<file path="src/rtl/htfp_pkg.sv">
// Shared types and constants for the header/tail frame parser.
`default_nettype none
package htfp_pkg;

  localparam int unsigned CFG_IDX_W   = 2;
  localparam int unsigned PAYLOAD_LEN = 8;
  localparam int unsigned FILL_W      = 4;
  localparam int unsigned SLOT_W      = 3;

  localparam logic [CFG_IDX_W-1:0] REG_HEAD_BYTE = 2'd0;
  localparam logic [CFG_IDX_W-1:0] REG_TAIL_BYTE = 2'd1;

  localparam logic [15:0] REGION_MIN = 16'd1;
  localparam logic [15:0] REGION_MAX = 16'd9;

  typedef struct packed {
    logic [7:0]  rx_data;
    logic [31:0] time_ms;
  } item_t;

  typedef struct packed {
    logic [15:0] pos_x;
    logic [15:0] pos_y;
    logic [3:0]  region_id;
    logic        region_ok;
    logic [31:0] stamp_ms;
  } result_t;

endpackage
`default_nettype wire

</file>
<file path="src/rtl/htfp_in_reg.sv">
// Input register stage: holds one received byte and its timestamp.
`default_nettype none
module htfp_in_reg
  import htfp_pkg::*;
(
  input  wire logic  clk,
  input  wire logic  rst_n,
  input  wire logic  up_valid,
  output logic       up_ready,
  input  wire item_t up_item,
  output logic       dn_valid,
  input  wire logic  dn_ready,
  output item_t      dn_item
);

  logic  valid_r;
  item_t item_r;

  assign up_ready = !valid_r || dn_ready;
  assign dn_valid = valid_r;
  assign dn_item  = item_r;

  always_ff @(posedge clk) begin
    if (!rst_n) begin
      valid_r <= 1'b0;
    end else if (up_ready) begin
      valid_r <= up_valid;
    end
  end

  always_ff @(posedge clk) begin
    if (up_valid && up_ready) begin
      item_r <= up_item;
    end
  end

endmodule
`default_nettype wire

</file>
<file path="src/rtl/htfp_core.sv">
// Frame state, payload store, configuration registers and result decode.
`default_nettype none
module htfp_core
  import htfp_pkg::*;
(
  input  wire logic                 clk,
  input  wire logic                 rst_n,
  input  wire logic                 cfg_we,
  input  wire logic [CFG_IDX_W-1:0] cfg_index,
  input  wire logic [7:0]           cfg_data,
  input  wire logic                 item_valid,
  output logic                      item_ready,
  input  wire item_t                item,
  output logic                      res_valid,
  input  wire logic                 res_ready,
  output result_t                   res
);

  logic [7:0]        head_byte_r;
  logic [7:0]        tail_byte_r;
  logic              in_frame_r;
  logic              in_frame_nxt;
  logic [FILL_W-1:0] fill_r;
  logic [FILL_W-1:0] fill_nxt;
  logic [7:0]        store_r [PAYLOAD_LEN];
  logic              fire;
  logic              store_en;
  logic              payload_full;
  logic              is_head;
  logic              is_tail;
  logic [15:0]       region_copy0;
  logic [15:0]       region_copy1;
  logic              region_ok;

  assign item_ready   = res_ready;
  assign fire         = item_valid && res_ready;
  assign payload_full = fill_r[FILL_W-1];
  assign is_head      = (item.rx_data == head_byte_r);
  assign is_tail      = (item.rx_data == tail_byte_r);

  always_ff @(posedge clk) begin
    if (!rst_n) begin
      head_byte_r <= 8'd0;
      tail_byte_r <= 8'd0;
    end else if (cfg_we) begin
      unique case (cfg_index)
        REG_HEAD_BYTE: head_byte_r <= cfg_data;
        REG_TAIL_BYTE: tail_byte_r <= cfg_data;
        default: ;
      endcase
    end
  end

  always_comb begin
    in_frame_nxt = in_frame_r;
    fill_nxt     = fill_r;
    store_en     = 1'b0;
    if (fire) begin
      priority if (!in_frame_r) begin
        if (is_head) begin
          in_frame_nxt = 1'b1;
          fill_nxt     = '0;
        end
      end else if (!payload_full) begin
        store_en = 1'b1;
        fill_nxt = fill_r + FILL_W'(1);
      end else if (is_tail) begin
        in_frame_nxt = 1'b0;
        fill_nxt     = '0;
      end else if (is_head) begin
        fill_nxt = '0;
      end else begin
        in_frame_nxt = 1'b0;
        fill_nxt     = '0;
      end
    end
  end

  always_ff @(posedge clk) begin
    if (!rst_n) begin
      in_frame_r <= 1'b0;
      fill_r     <= '0;
    end else begin
      in_frame_r <= in_frame_nxt;
      fill_r     <= fill_nxt;
    end
  end

  always_ff @(posedge clk) begin
    if (store_en) begin
      store_r[fill_r[SLOT_W-1:0]] <= item.rx_data;
    end
  end

  assign region_copy0 = {store_r[4], store_r[5]};
  assign region_copy1 = {store_r[6], store_r[7]};
  assign region_ok    = (region_copy0 == region_copy1) && (region_copy0 >= REGION_MIN) &&
                        (region_copy0 <= REGION_MAX);

  assign res_valid     = fire && in_frame_r && payload_full && is_tail;
  assign res.pos_x     = {store_r[0], store_r[1]};
  assign res.pos_y     = {store_r[2], store_r[3]};
  assign res.region_id = region_ok ? region_copy0[3:0] : 4'd0;
  assign res.region_ok = region_ok;
  assign res.stamp_ms  = item.time_ms;

endmodule
`default_nettype wire

</file>
<file path="src/rtl/htfp_out_reg.sv">
// Result register stage: holds one decoded frame until the receiver takes it.
`default_nettype none
module htfp_out_reg
  import htfp_pkg::*;
(
  input  wire logic    clk,
  input  wire logic    rst_n,
  input  wire logic    up_valid,
  output logic         up_ready,
  input  wire result_t up_res,
  output logic         dn_valid,
  input  wire logic    dn_ready,
  output result_t      dn_res
);

  logic    valid_r;
  result_t res_r;

  assign up_ready = !valid_r || dn_ready;
  assign dn_valid = valid_r;
  assign dn_res   = res_r;

  always_ff @(posedge clk) begin
    if (!rst_n) begin
      valid_r <= 1'b0;
    end else if (up_ready) begin
      valid_r <= up_valid;
    end
  end

  always_ff @(posedge clk) begin
    if (up_valid && up_ready) begin
      res_r <= up_res;
    end
  end

endmodule
`default_nettype wire

</file>
<file path="src/rtl/header_tail_frame_parser.sv">
// Header/tail frame parser top level.
//
// Input channel in_valid/in_ready carries one received byte (in_rx_data)
// and the current millisecond tick (in_time_ms) per transfer. Each frame is
// a header byte, eight payload bytes and a tail byte; on a matching tail one
// result leaves on out_valid/out_ready with big-endian X and Y words, the
// checked region number and the tick of the tail byte.
// The cfg_we/cfg_index/cfg_data port sets the header byte (index 0) and the
// tail byte (index 1); other indexes are ignored. Write only while idle.
// Throughput: one byte per cycle while the receiver does not stall. The tail
// byte passes the input register, and its result is then held in the result
// register for the output. Bytes that complete no frame produce no result.
// Reset clears both configuration registers to zero, returns the parser to
// waiting for a header and empties both register stages.
// When the receiver stalls, the result register holds its frame and the
// input register keeps one byte; in_ready drops once both are full.
`default_nettype none
module header_tail_frame_parser
  import htfp_pkg::*;
(
  input  wire logic                 clk,
  input  wire logic                 rst_n,
  input  wire logic                 cfg_we,
  input  wire logic [CFG_IDX_W-1:0] cfg_index,
  input  wire logic [7:0]           cfg_data,
  input  wire logic                 in_valid,
  output logic                      in_ready,
  input  wire logic [7:0]           in_rx_data,
  input  wire logic [31:0]          in_time_ms,
  output logic                      out_valid,
  input  wire logic                 out_ready,
  output logic [15:0]               out_pos_x,
  output logic [15:0]               out_pos_y,
  output logic [3:0]                out_region_id,
  output logic                      out_region_ok,
  output logic [31:0]               out_stamp_ms
);

  item_t   in_item;
  item_t   core_item;
  logic    core_item_valid;
  logic    core_item_ready;
  logic    core_res_valid;
  logic    core_res_ready;
  result_t core_res;
  result_t out_res;

  assign in_item.rx_data = in_rx_data;
  assign in_item.time_ms = in_time_ms;

  htfp_in_reg u_in_reg (
    .clk      (clk),
    .rst_n    (rst_n),
    .up_valid (in_valid),
    .up_ready (in_ready),
    .up_item  (in_item),
    .dn_valid (core_item_valid),
    .dn_ready (core_item_ready),
    .dn_item  (core_item)
  );

  htfp_core u_core (
    .clk        (clk),
    .rst_n      (rst_n),
    .cfg_we     (cfg_we),
    .cfg_index  (cfg_index),
    .cfg_data   (cfg_data),
    .item_valid (core_item_valid),
    .item_ready (core_item_ready),
    .item       (core_item),
    .res_valid  (core_res_valid),
    .res_ready  (core_res_ready),
    .res        (core_res)
  );

  htfp_out_reg u_out_reg (
    .clk      (clk),
    .rst_n    (rst_n),
    .up_valid (core_res_valid),
    .up_ready (core_res_ready),
    .up_res   (core_res),
    .dn_valid (out_valid),
    .dn_ready (out_ready),
    .dn_res   (out_res)
  );

  assign out_pos_x     = out_res.pos_x;
  assign out_pos_y     = out_res.pos_y;
  assign out_region_id = out_res.region_id;
  assign out_region_ok = out_res.region_ok;
  assign out_stamp_ms  = out_res.stamp_ms;

endmodule
`default_nettype wire

</file>
<file path="config.mk">
export PLATFORM = sky130hd
export DESIGN_NAME = header_tail_frame_parser
export DESIGN_NICKNAME = d
export VERILOG_FILES = /design/src/rtl/htfp_pkg.sv /design/src/rtl/htfp_in_reg.sv /design/src/rtl/htfp_core.sv /design/src/rtl/htfp_out_reg.sv /design/src/rtl/header_tail_frame_parser.sv
export SDC_FILE = /design/constraint.sdc
export NUM_CORES = 1
export LEC_CHECK = 0
export BUFFER_PORTS_ARGS = -buffer_cell sky130_fd_sc_hd__buf_2
export CAP_MARGIN = 20
export CORE_MARGIN = 4
export CORE_UTILIZATION = 58
export CTS_CLUSTER_SIZE = 14
export DETAILED_ROUTE_END_ITERATION = 12
export MAX_ROUTING_LAYER = met4
export PLACE_DENSITY = 0.95
export SYNTH_ARGS = -nofsm -noshare
export SYNTH_HDL_FRONTEND = slang
export SYNTH_SLANG_ARGS = --single-unit
</file>
<file path="constraint.sdc">
create_clock -name clk -period 9.2 [get_ports clk]
set_clock_uncertainty 0.1 [all_clocks]
set_input_delay 2.76 -clock clk [delete_from_list [all_inputs] [get_ports clk]]
set_output_delay 2.76 -clock clk [all_outputs]
set_load 0.03 [all_outputs]
</file>
==> results.yml, run 1 <==
cts:
  clock_latency_ns: 0.43
  clockBufferDepth: 2
  numCtsBuffers: 17
  holdBufCountCts: 0
  cts_tree: "done"
  clk_pin_slew_ns: 0.06
  h-tree-depth: 4
  cts.sink_count: 196
  cts-root-buf: "clkbuf_16"
  cts_setup_buffers: 0
  cts_resized: 0
worst_setup_path:
  critPathLaunchType: "input pin"
  crit_slowest_cell: "nor2b_4"
  path_max_fanout: 8
  cp.required_ns: 6.34
  r2r_slack_ns: 6.49
  crit_top_cell: "buf_2"
  cp_cell_sequence: "buf_2 -> nor2b_4 -> nand2_1 -> buf_2"
  r2r_start: "u_in_reg.dn_item[35]$_DFFE_PP_"
  rr_worst_depth: 4
  slowest_delay_ns: 0.19
  regToRegEndpoint: "u_out_reg.dn_res[14]$_DFFE_PP_"
  arrival_ns: 3.34
  cp-end-kind: "output port"
  crit_type: "in2out"
logic_synthesis:
  synth.area.top_cells: "edfxtp_1 79%, dfxtp_1 7.0%, mux2i_1 2.4%, xnor2_1 2.0%, xor2_1 1.2%"
  yosysSeqAreaShare: 0.861
  yosysTopAreaCell: "edfxtp_1"
  ys_warn_count: 0
  avgSynthCellArea_um2: 19.9
  synth_top_area_frac: 0.791
  synth-seq-cells: 196
  syn-num-nets: 387
  yosysUniqueCellTypes: 39
  netlist_area_um2: 6570
  syn-instance-count: 331
sta:
  worstMarginPinSlew_ns: 0.950
  setup_tns_ns: 0
  setup_viol: 0
  relSlewSlack: 0.362
  finalHoldViolCount: 0
  rsz0062_at_grt: "false"
  fmax_mhz: 161
  drv_slew: 0
  hold_ws_ns: 0.316
  period_minus_slack_ns: 6.20
  fin_crit_sh: 0.674
  setup_ws_ns: 3.00
routing:
  wl_per_cell_um: 22.2
  dr_total_vias: 3599
  drtIter0Drc: 516
  wl_mm: 13.9
  final_antenna_net_count: 0
  detail_route.first_pass.iterations: 5
  viasPerCell: 5.74
  drc: 0
placed_design:
  pre_cts_slack_ns: 3.00
  dpl.cell_count: 593
  gp_congestion: 0.784
  io_buffers: 125
  dpl_cell_area_um2: 7380
  post-dp-hpwl_mm: 8.29
finish:
  multiInputGateArea_um2: 876
  nFillCells: 575
  nets: 531
  post_route_cells_drive_above_1_share: 0.337
  areaGrowthSynthToFinish_pct: 20.8
  fin_area_um2: 7940
  layout.cells.non_filler: 627
  n_antenna_cell: 0
  seq_area_um2: 5660
pwr:
  peakVddDrop_mv: 0.215
  powerDensity_nw_per_um2: 217
  p_leak_nw: 2.89
global_routing:
  grt-ovfl-total: 0
  grt_pass1_vias: 3668
  grt_max_degree: 72
  track_usage: 0.221
  grt_pass1_wl_mm: 20.3
  grt_antenna_before_repair: 0
hold_path:
  hold_depth: 0
  holdPathEnd: "out_pos_y[0]$_DFFE_PP_"
  hold_start: "u_core.store_r[3][0]$_DFFE_PP_"
  hp-class: "reg2reg"
run:
  maxCapViolCount: 0
die:
  die_area_um2: 13100
  start_util: 0.598
  die-height_um: 114
  die_w_um: 114
  rows: 38
  io_pins: 126
  fp.coreArea_um2: 11000
outcome:
  status: "finished, final reports clean"
[sequential cells by signal, summed over array words and instances, names as in the netlist]
| register | flops |
|---|---|
| u_core.store_r | 64 |
| u_in_reg.dn_item | 40 |
| u_out_reg.dn_res | 37 |
| out_pos_x | 16 |
| out_pos_y | 16 |
| u_core.head_byte_r | 8 |
| u_core.tail_byte_r | 8 |
| u_core.fill_r | 4 |
| u_core.in_frame_r | 1 |
| u_in_reg.dn_valid | 1 |
| u_out_reg.dn_valid | 1 |
[per-layer routing]
metal  vias up  routed length, µm  GRT usage  part of all wire
li1       1553                  -          -                 -
met1      1749               5110      0.259              0.37
met2       259               7050      0.360              0.51
met3        38               1480     0.0677              0.11
met4         0                305     0.0871             0.022
met5         -                  0          -                 0
[report_power, final]
group / leakage, nW / switching (W) / internal [W]
Sequential: 1.79 / 0.0000170 / 0.000986
Combinational: 0.847 / 0.0000175 / 0.0000171
Clock: 0.259 / 0.000316 / 0.000369
[placed cells by master (no fill, tap or decap), drive strengths merged]
cell / count
a211oi: 1
a21oi: 4
a311oi: 2
a31oi: 1
a41oi: 1
and2: 1
and4: 1
buf: 130
bufinv: 1
clkbuf: 18
clkinv: 9
clkinvlp: 2
dfxtp: 23
edfxtp: 173
ha: 1
inv: 8
mux2i: 16
nand2: 4
nand2b: 3
nand3: 2
nand3b: 1
nand4: 4
nand4bb: 1
nor2: 20
nor2b: 3
nor3: 13
nor3b: 2
nor4: 6
o2111ai: 1
o21a: 2
o21ai: 4
o21bai: 1
o31a: 1
or2: 1
or2b: 1
or4b: 1
xnor2: 15
xor2: 9
[cells by family after synthesis]
logic type,count (synthesis),share of synthesized area
flops,196,0.861
fa+ha+maj,1,0.00190
simple gates,64,0.0556
xor+xnor,24,0.0320
compound gates,18,0.0183
mux,16,0.0244
buf+inv,12,0.00723
[layout make-up]
type                       instances  area share
sequential                       196       0.713
multi-input combinational        123       0.110
timing repair buffer             131      0.0842
clock buffer                      17      0.0536
tap                              140      0.0221
clock inverter                    14      0.0143
inverter                           6     0.00284
[how the worst max path moves through the flow]
stage | start | to
finish | out_ready | in_ready
global route | out_ready | in_ready
CTS | out_ready | in_ready
detailed placement | out_ready | in_ready
global placement | out_ready | in_ready
floorplan | out_ready | in_ready
[synthesized netlist by cell type (all sizes together)]
cell       n
a211oi     1
a21oi      4
a311oi     2
a31oi      1
a41oi      1
and2       1
and4       1
buf        3
clkbuf     3
dfxtp     23
edfxtp   173
ha         1
inv        6
mux2i     16
nand2      4
nand2b     3
nand3      2
nand3b     1
nand4      4
nand4bb    1
nor2      20
nor2b      3
nor3      13
nor3b      2
nor4       6
o2111ai    1
o21a       2
o21ai      4
o21bai     1
o31a       1
or2        1
or2b       1
or4b       1
xnor2     15
xor2       9
[stage by stage]
step | total power, W | utilization
floorplan | 0.00103 | -
global placement | 0.00105 | 0.672
detailed placement | 0.00106 | 0.672
CTS | 0.00172 | 0.721
global route | 0.00177 | 0.723
finish | 0.00172 | 0.723
[worst max-delay path: cells and delay by family]
family	cells	cell delay, ns
buffers and inverters	2	0.29
and+or+nand+nor	2	0.28
No activity file was read; power rests on OpenSTA's default activity.
==> run 2, diff against run 1 <==
ABC_AREA = 1   (was not set)
CORE_UTILIZATION = 49   (was 58)
PLACE_DENSITY = 0.87   (was 0.95)
clock period = 4.96 ns   (was 9.2 ns; I/O delays follow)
==> run 2 against run 1 <==
  * Utilization down 12 points
  * Clock power rose by 81%
  * Register-to-register slack worse by 4.1 ns
  * Sequential power grew 86%
  * Worst hold slack worse by 0.0013 ns
  * Design area increased by 2.1%
  * Area after synthesis rose by 2.2%
  * Highest routed layer unchanged
  * Via count increased by 2.8%
  * Critical path depth unchanged
  * Combinational power grew 110%
  * Largest cell class unchanged
  * Worst setup slack lost 1.6 ns
==> results.yml, run 2 <==
cts:
  cts_setup_buffers: 0
  cts.sink_count: 196
  clockBufferDepth: 2
  clock_latency_ns: 0.43
  h-tree-depth: 4
  cts_tree: "done"
  cts_resized: 0
  numCtsBuffers: 17
  clk_pin_slew_ns: 0.07
  cts-root-buf: "clkbuf_16"
  holdBufCountCts: 0
worst_setup_path:
  cp.required_ns: 3.37
  slowest_delay_ns: 0.20
  cp.buffers_inverters: 3
  cp-end-kind: "output port"
  crit_top_cell: "buf_2"
  critPathLaunchType: "input pin"
  crit_slowest_cell: "buf_2"
  path_max_fanout: 3
  critPathTopFamily: "buffers and inverters"
  crit_type: "in2out"
  cp_cell_sequence: "buf_2 -> inv_2 -> nand3_1 -> buf_2"
  arrival_ns: 1.98
placed_design:
  dpl_cell_area_um2: 7560
  gp_congestion: 0.882
  post-dp-hpwl_mm: 8.71
  io_buffers: 125
pwr:
  peakVddDrop_mv: 0.265
  powerDensity_nw_per_um2: 393
  p_leak_nw: 3.05
routing:
  drc: 0
  wl_mm: 13.3
  detail_route.first_pass.iterations: 4
  final_antenna_net_count: 0
  dr_total_vias: 3699
  viasPerCell: 4.95
  drtIter0Drc: 259
  wl_per_cell_um: 17.7
die:
  start_util: 0.503
  die_w_um: 125
  die-height_um: 125
  die_area_um2: 15600
  io_pins: 126
  fp.coreArea_um2: 13300
  rows: 42
sta:
  worstMarginPinSlew_ns: 0.866
  finalHoldViolCount: 0
  drv_slew: 0
  setup_viol: 0
  rsz0062_at_grt: "false"
  fin_crit_sh: 0.720
  setup_tns_ns: 0
  fmax_mhz: 280
  relSlewSlack: 0.422
  period_minus_slack_ns: 3.57
logic_synthesis:
  syn-num-nets: 472
  yosysUniqueCellTypes: 28
  yosysTopAreaCell: "edfxtp_1"
  avgSynthCellArea_um2: 16.1
  syn-instance-count: 416
  async_flop_share: 0
  synth_ff_type: "edfxtp_1"
  ys_warn_count: 0
  yosys-top-cells-count: "173 x edfxtp_1, 51 x nor2_1, 50 x nand2_1"
  synth-edff-count: 173
  yosys.cell_count.top_type: "edfxtp_1"
  synth_top_area_frac: 0.774
  synth-seq-cells: 196
  synth.area.top_cells: "edfxtp_1 77%, dfxtp_1 6.9%, nor2_1 2.9%, nand2_1 2.8%, inv_1 2.1%"
  yosysSeqAreaShare: 0.842
  netlist_area_um2: 6720
finish:
  nFillCells: 978
  largest_reg_flops: 64
  areaGrowthSynthToFinish_pct: 20.6
  fin_area_um2: 8100
  post_route_cells_drive_above_1_share: 0.306
  mostFrequentLayoutCell: "edfxtp_1"
  n_antenna_cell: 0
  nets: 615
  layout_common_cells: "173 x edfxtp_1, 125 x buf_2, 51 x nor2_1"
global_routing:
  grt_pass1_wl_mm: 20.3
  grt-ovfl-total: 0
  grt_antenna_before_repair: 0
  grt_max_degree: 70
  track_usage: 0.178
  grt_pass1_vias: 3682
outcome:
  status: "finished, final reports clean"
run:
  maxCapViolCount: 0
hold_path:
  hp-class: "reg2reg"
[run 2: cell types whose count changed after synthesis, sizes merged, moves of 3 or more]
cell and delta:
nand4 -3, xnor2 -4, o21ai +17, nand3 +8, mux2i -16, xor2 -5
inv +33, nor3 -11, nor2b -3, nor2 +36, nand2 +48, a21oi +9
nand2b -3, nor4 -5
[run 2: layout make-up]
| type | count | area, µm² | area share |
|---|---|---|---|
| clock buffer | 20 | 437 | 0.0539 |
| clock inverter | 12 | 101 | 0.0125 |
| inverter | 40 | 150 | 0.0185 |
| multi-input combinational | 177 | 896 | 0.111 |
| sequential | 196 | 5660 | 0.698 |
| tap | 176 | 220 | 0.0272 |
| timing repair buffer | 127 | 641 | 0.0791 |
[run 2: routing by layer]
metal / GRT usage / wire (µm) / up-vias
met3: 0.0610 / 1110 / 20
met5: - / 0 / -
met1: 0.228 / 5710 / 1750
met2: 0.274 / 6270 / 182
met4: 0.0529 / 180 / 0
li1: - / - / 1747
[run 2: report_power, final]
group          leakage (nW)  internal [W]  total [W]  switching (W)
clock                 0.252      0.000651    0.00124       0.000594
sequential             1.78       0.00183    0.00186      0.0000330
combinational          1.01     0.0000319  0.0000714      0.0000395
total                  3.05       0.00251    0.00318       0.000666
[run 2: worst paths after layout]
kind	startpoint	endpoint	slack, ns	cells past startpoint
setup / recovery	out_ready	in_ready	1.39	4
hold / removal	u_core.store_r[0][1]$_DFFE_PP_	out_pos_x[9]$_DFFE_PP_	0.31	0
setup reg to reg	u_in_reg.dn_item[37]$_DFFE_PP_	u_out_reg.dn_res[35]$_SDFFCE_PN0P_	2.44	6
hold reg to reg	u_core.store_r[0][1]$_DFFE_PP_	out_pos_x[9]$_DFFE_PP_	0.31	0
[run 2: kinds of logic (layout without fill, tap and decap cells)]
| kind of cell | Yosys count | after routing | synth area share |
|---|---|---|---|
| DFF | 196 | 196 | 0.842 |
| and+or+nand+nor | 123 | 123 | 0.0792 |
| buffers and inverters | 43 | 199 | 0.0244 |
| AOI/OAI and AO/OA | 38 | 38 | 0.0328 |
| xor gates and xnor gates | 15 | 15 | 0.0196 |
| adders and majority gates | 1 | 1 | 0.00186 |
[run 2: metrics by stage]
| stage | total power [W] | hold WS [ns] | worst slack [ns] | std cells | util |
|---|---|---|---|---|---|
| 2_1_floorplan | 0.00192 | 0.300 | 1.07 | 416 | - |
| 3_3_place_gp | 0.00196 | 0.300 | 1.40 | 716 | 0.567 |
| 3_5_place_dp | 0.00197 | 0.305 | 1.39 | 716 | 0.567 |
| 4_1_cts | 0.00321 | 0.315 | 1.38 | 748 | 0.607 |
| 5_1_grt | 0.00329 | 0.318 | 1.33 | 748 | 0.607 |
| 6_report | 0.00318 | 0.315 | 1.39 | 748 | 0.607 |
==> run 3, diff against run 2 <==
clock period = 3 ns   (was 4.96 ns; I/O delays follow)
==> run 3 against run 2 <==
  * Worst setup slack got worse by 0.79 ns
  * Non-clock buffer count increased by 6
  * Global-route usage rose by 0.64 points
  * Power is 77% higher
  * Sequential share of layout area is 1.5 points lower
  * Wire length is 1.6% higher
  * Critical path depth unchanged
  * Clock power grew 95%
  * Count of clock-buffer cells in the layout fell by 3
  * Die area is the same
==> results.yml, run 3 (same netlist as run 2, synthesis figures left out) <==
routing:
  final_antenna_net_count: 0
  dr_total_vias: 3785
  met1Wirelength_mm: 5.55
  detail_route.first_pass.iterations: 4
  drc: 0
  drtIter0Drc: 287
  top_layer: "met4"
  wl_per_cell_um: 17.9
  wl_met3_mm: 1.05
  route.met2.wl_mm: 6.71
  wl_mm: 13.5
  viasPerCell: 5.02
pwr:
  p_leak_nw: 3.11
  powerDensity_nw_per_um2: 679
  peakVddDrop_mv: 0.383
finish:
  seq_area_um2: 5660
  nFillCells: 953
  multiInputGateArea_um2: 896
  layout_common_cells: "173 x edfxtp_1, 125 x buf_2, 51 x nor2_1"
  nets: 621
  layout.cells.non_filler: 754
  areaGrowthSynthToFinish_pct: 23.2
  mostFrequentLayoutCell: "edfxtp_1"
  n_antenna_cell: 0
  post_route_cells_drive_above_1_share: 0.318
  largest_reg_flops: 64
hold_path:
  holdPathEnd: "out_pos_y[2]$_DFFE_PP_"
  hp-class: "reg2reg"
  hold_start: "u_core.store_r[3][2]$_DFFE_PP_"
  hold_depth: 0
worst_setup_path:
  path_max_fanout: 3
  critPathLaunchType: "input pin"
  arrival_ns: 1.40
  r2r_slack_ns: 0.78
  cp-end-kind: "output port"
  r2r_start: "u_in_reg.dn_item[37]$_DFFE_PP_"
  rr_worst_depth: 6
  cp.required_ns: 2.00
  regToRegEndpoint: "u_out_reg.dn_res[36]$_SDFFCE_PN0P_"
  crit_type: "in2out"
die:
  start_util: 0.503
  rows: 42
  die-height_um: 125
  io_pins: 126
  die_area_um2: 15600
  fp.coreArea_um2: 13300
  die_w_um: 125
cts:
  clock_latency_ns: 0.43
  cts-root-buf: "clkbuf_16"
  cts_setup_buffers: 0
  cts_tree: "done"
  numCtsBuffers: 17
  clk_pin_slew_ns: 0.07
  cts.sink_count: 196
  holdBufCountCts: 0
  clockBufferDepth: 2
  h-tree-depth: 4
  cts_resized: 0
outcome:
  status: "finished, final reports clean"
placed_design:
  post-dp-hpwl_mm: 9.12
  dpl.cell_count: 722
  io_buffers: 125
  pre_cts_slack_ns: 0.419
  gp_congestion: 0.897
sta:
  finalHoldViolCount: 0
  relSlewSlack: 0.582
  setup_tns_ns: 0
  worstMarginPinSlew_ns: 0.625
  period_minus_slack_ns: 2.40
  setup_ws_ns: 0.602
  rsz0062_at_grt: "false"
  setup_viol: 0
  drv_slew: 0
  fin_crit_sh: 0.799
  fmax_mhz: 417
global_routing:
  grt_antenna_before_repair: 0
  grt_pass1_vias: 3803
  grt_max_degree: 41
  track_usage: 0.185
  grt_pass1_wl_mm: 21.1
  grt-ovfl-total: 0
run:
  maxCapViolCount: 0
run 3: cell count changes in the layout (fill, tap and decap cells not counted), sizes merged:
| cell | change |
|---|---|
| clkbuf | -3 |
| clkinv | -4 |
| clkinvlp | -1 |
| inv | +4 |
| buf | +6 |
| bufinv | +4 |
run 3: worst max-delay path by stage:
| stage | from | end | cells past startpoint |
|---|---|---|---|
| finish | out_ready | in_ready | 4 |
| global route | out_ready | in_ready | 4 |
| global placement | out_ready | u_out_reg.dn_res[26]$_DFFE_PP_ | 8 |
| floorplan | out_ready | out_pos_x[0]$_DFFE_PP_ | 6 |
| detailed placement | out_ready | u_out_reg.dn_res[36]$_SDFFCE_PN0P_ | 8 |
| CTS | out_ready | in_ready | 4 |
run 3: through the flow:
stage,hold WS [ns],total power (W),utilization,cell area (µm²)
after global routing,0.332,0.00583,0.620,8280
after global placement,0.301,0.00324,0.572,7640
after CTS,0.321,0.00566,0.620,8280
after detailed placement,0.305,0.00326,0.572,7640
final,0.319,0.00562,0.620,8280
after floorplan,0.300,0.00318,-,6720
run 3: worst max-delay path, stage by stage:
cell     delay [ns]
buf_2          0.10
inv_2          0.08
nand3_1        0.11
buf_2          0.20
run 3: power by group:
part           switching, W  internal, W  leakage, nW
clock network      0.000998      0.00142        0.312
registers         0.0000540      0.00303         1.77
logic             0.0000662    0.0000527         1.03
total               0.00112      0.00450         3.11
run 3: routing by layer:
layer,vias to the layer above,GRT usage
li1,1760,-
met1,1817,0.221
met2,193,0.296
met3,15,0.0627
met4,0,0.0619
met5,-,-
run 3: final cells by class:
cell class                      count  share of cell area
Clock buffer                       17              0.0514
Clock inverter                     15              0.0259
Inverter                           40              0.0186
Multi-Input combinational cell    177               0.108
Sequential cell                   196               0.683
Tap cell                          176              0.0266
Timing Repair Buffer              133              0.0859
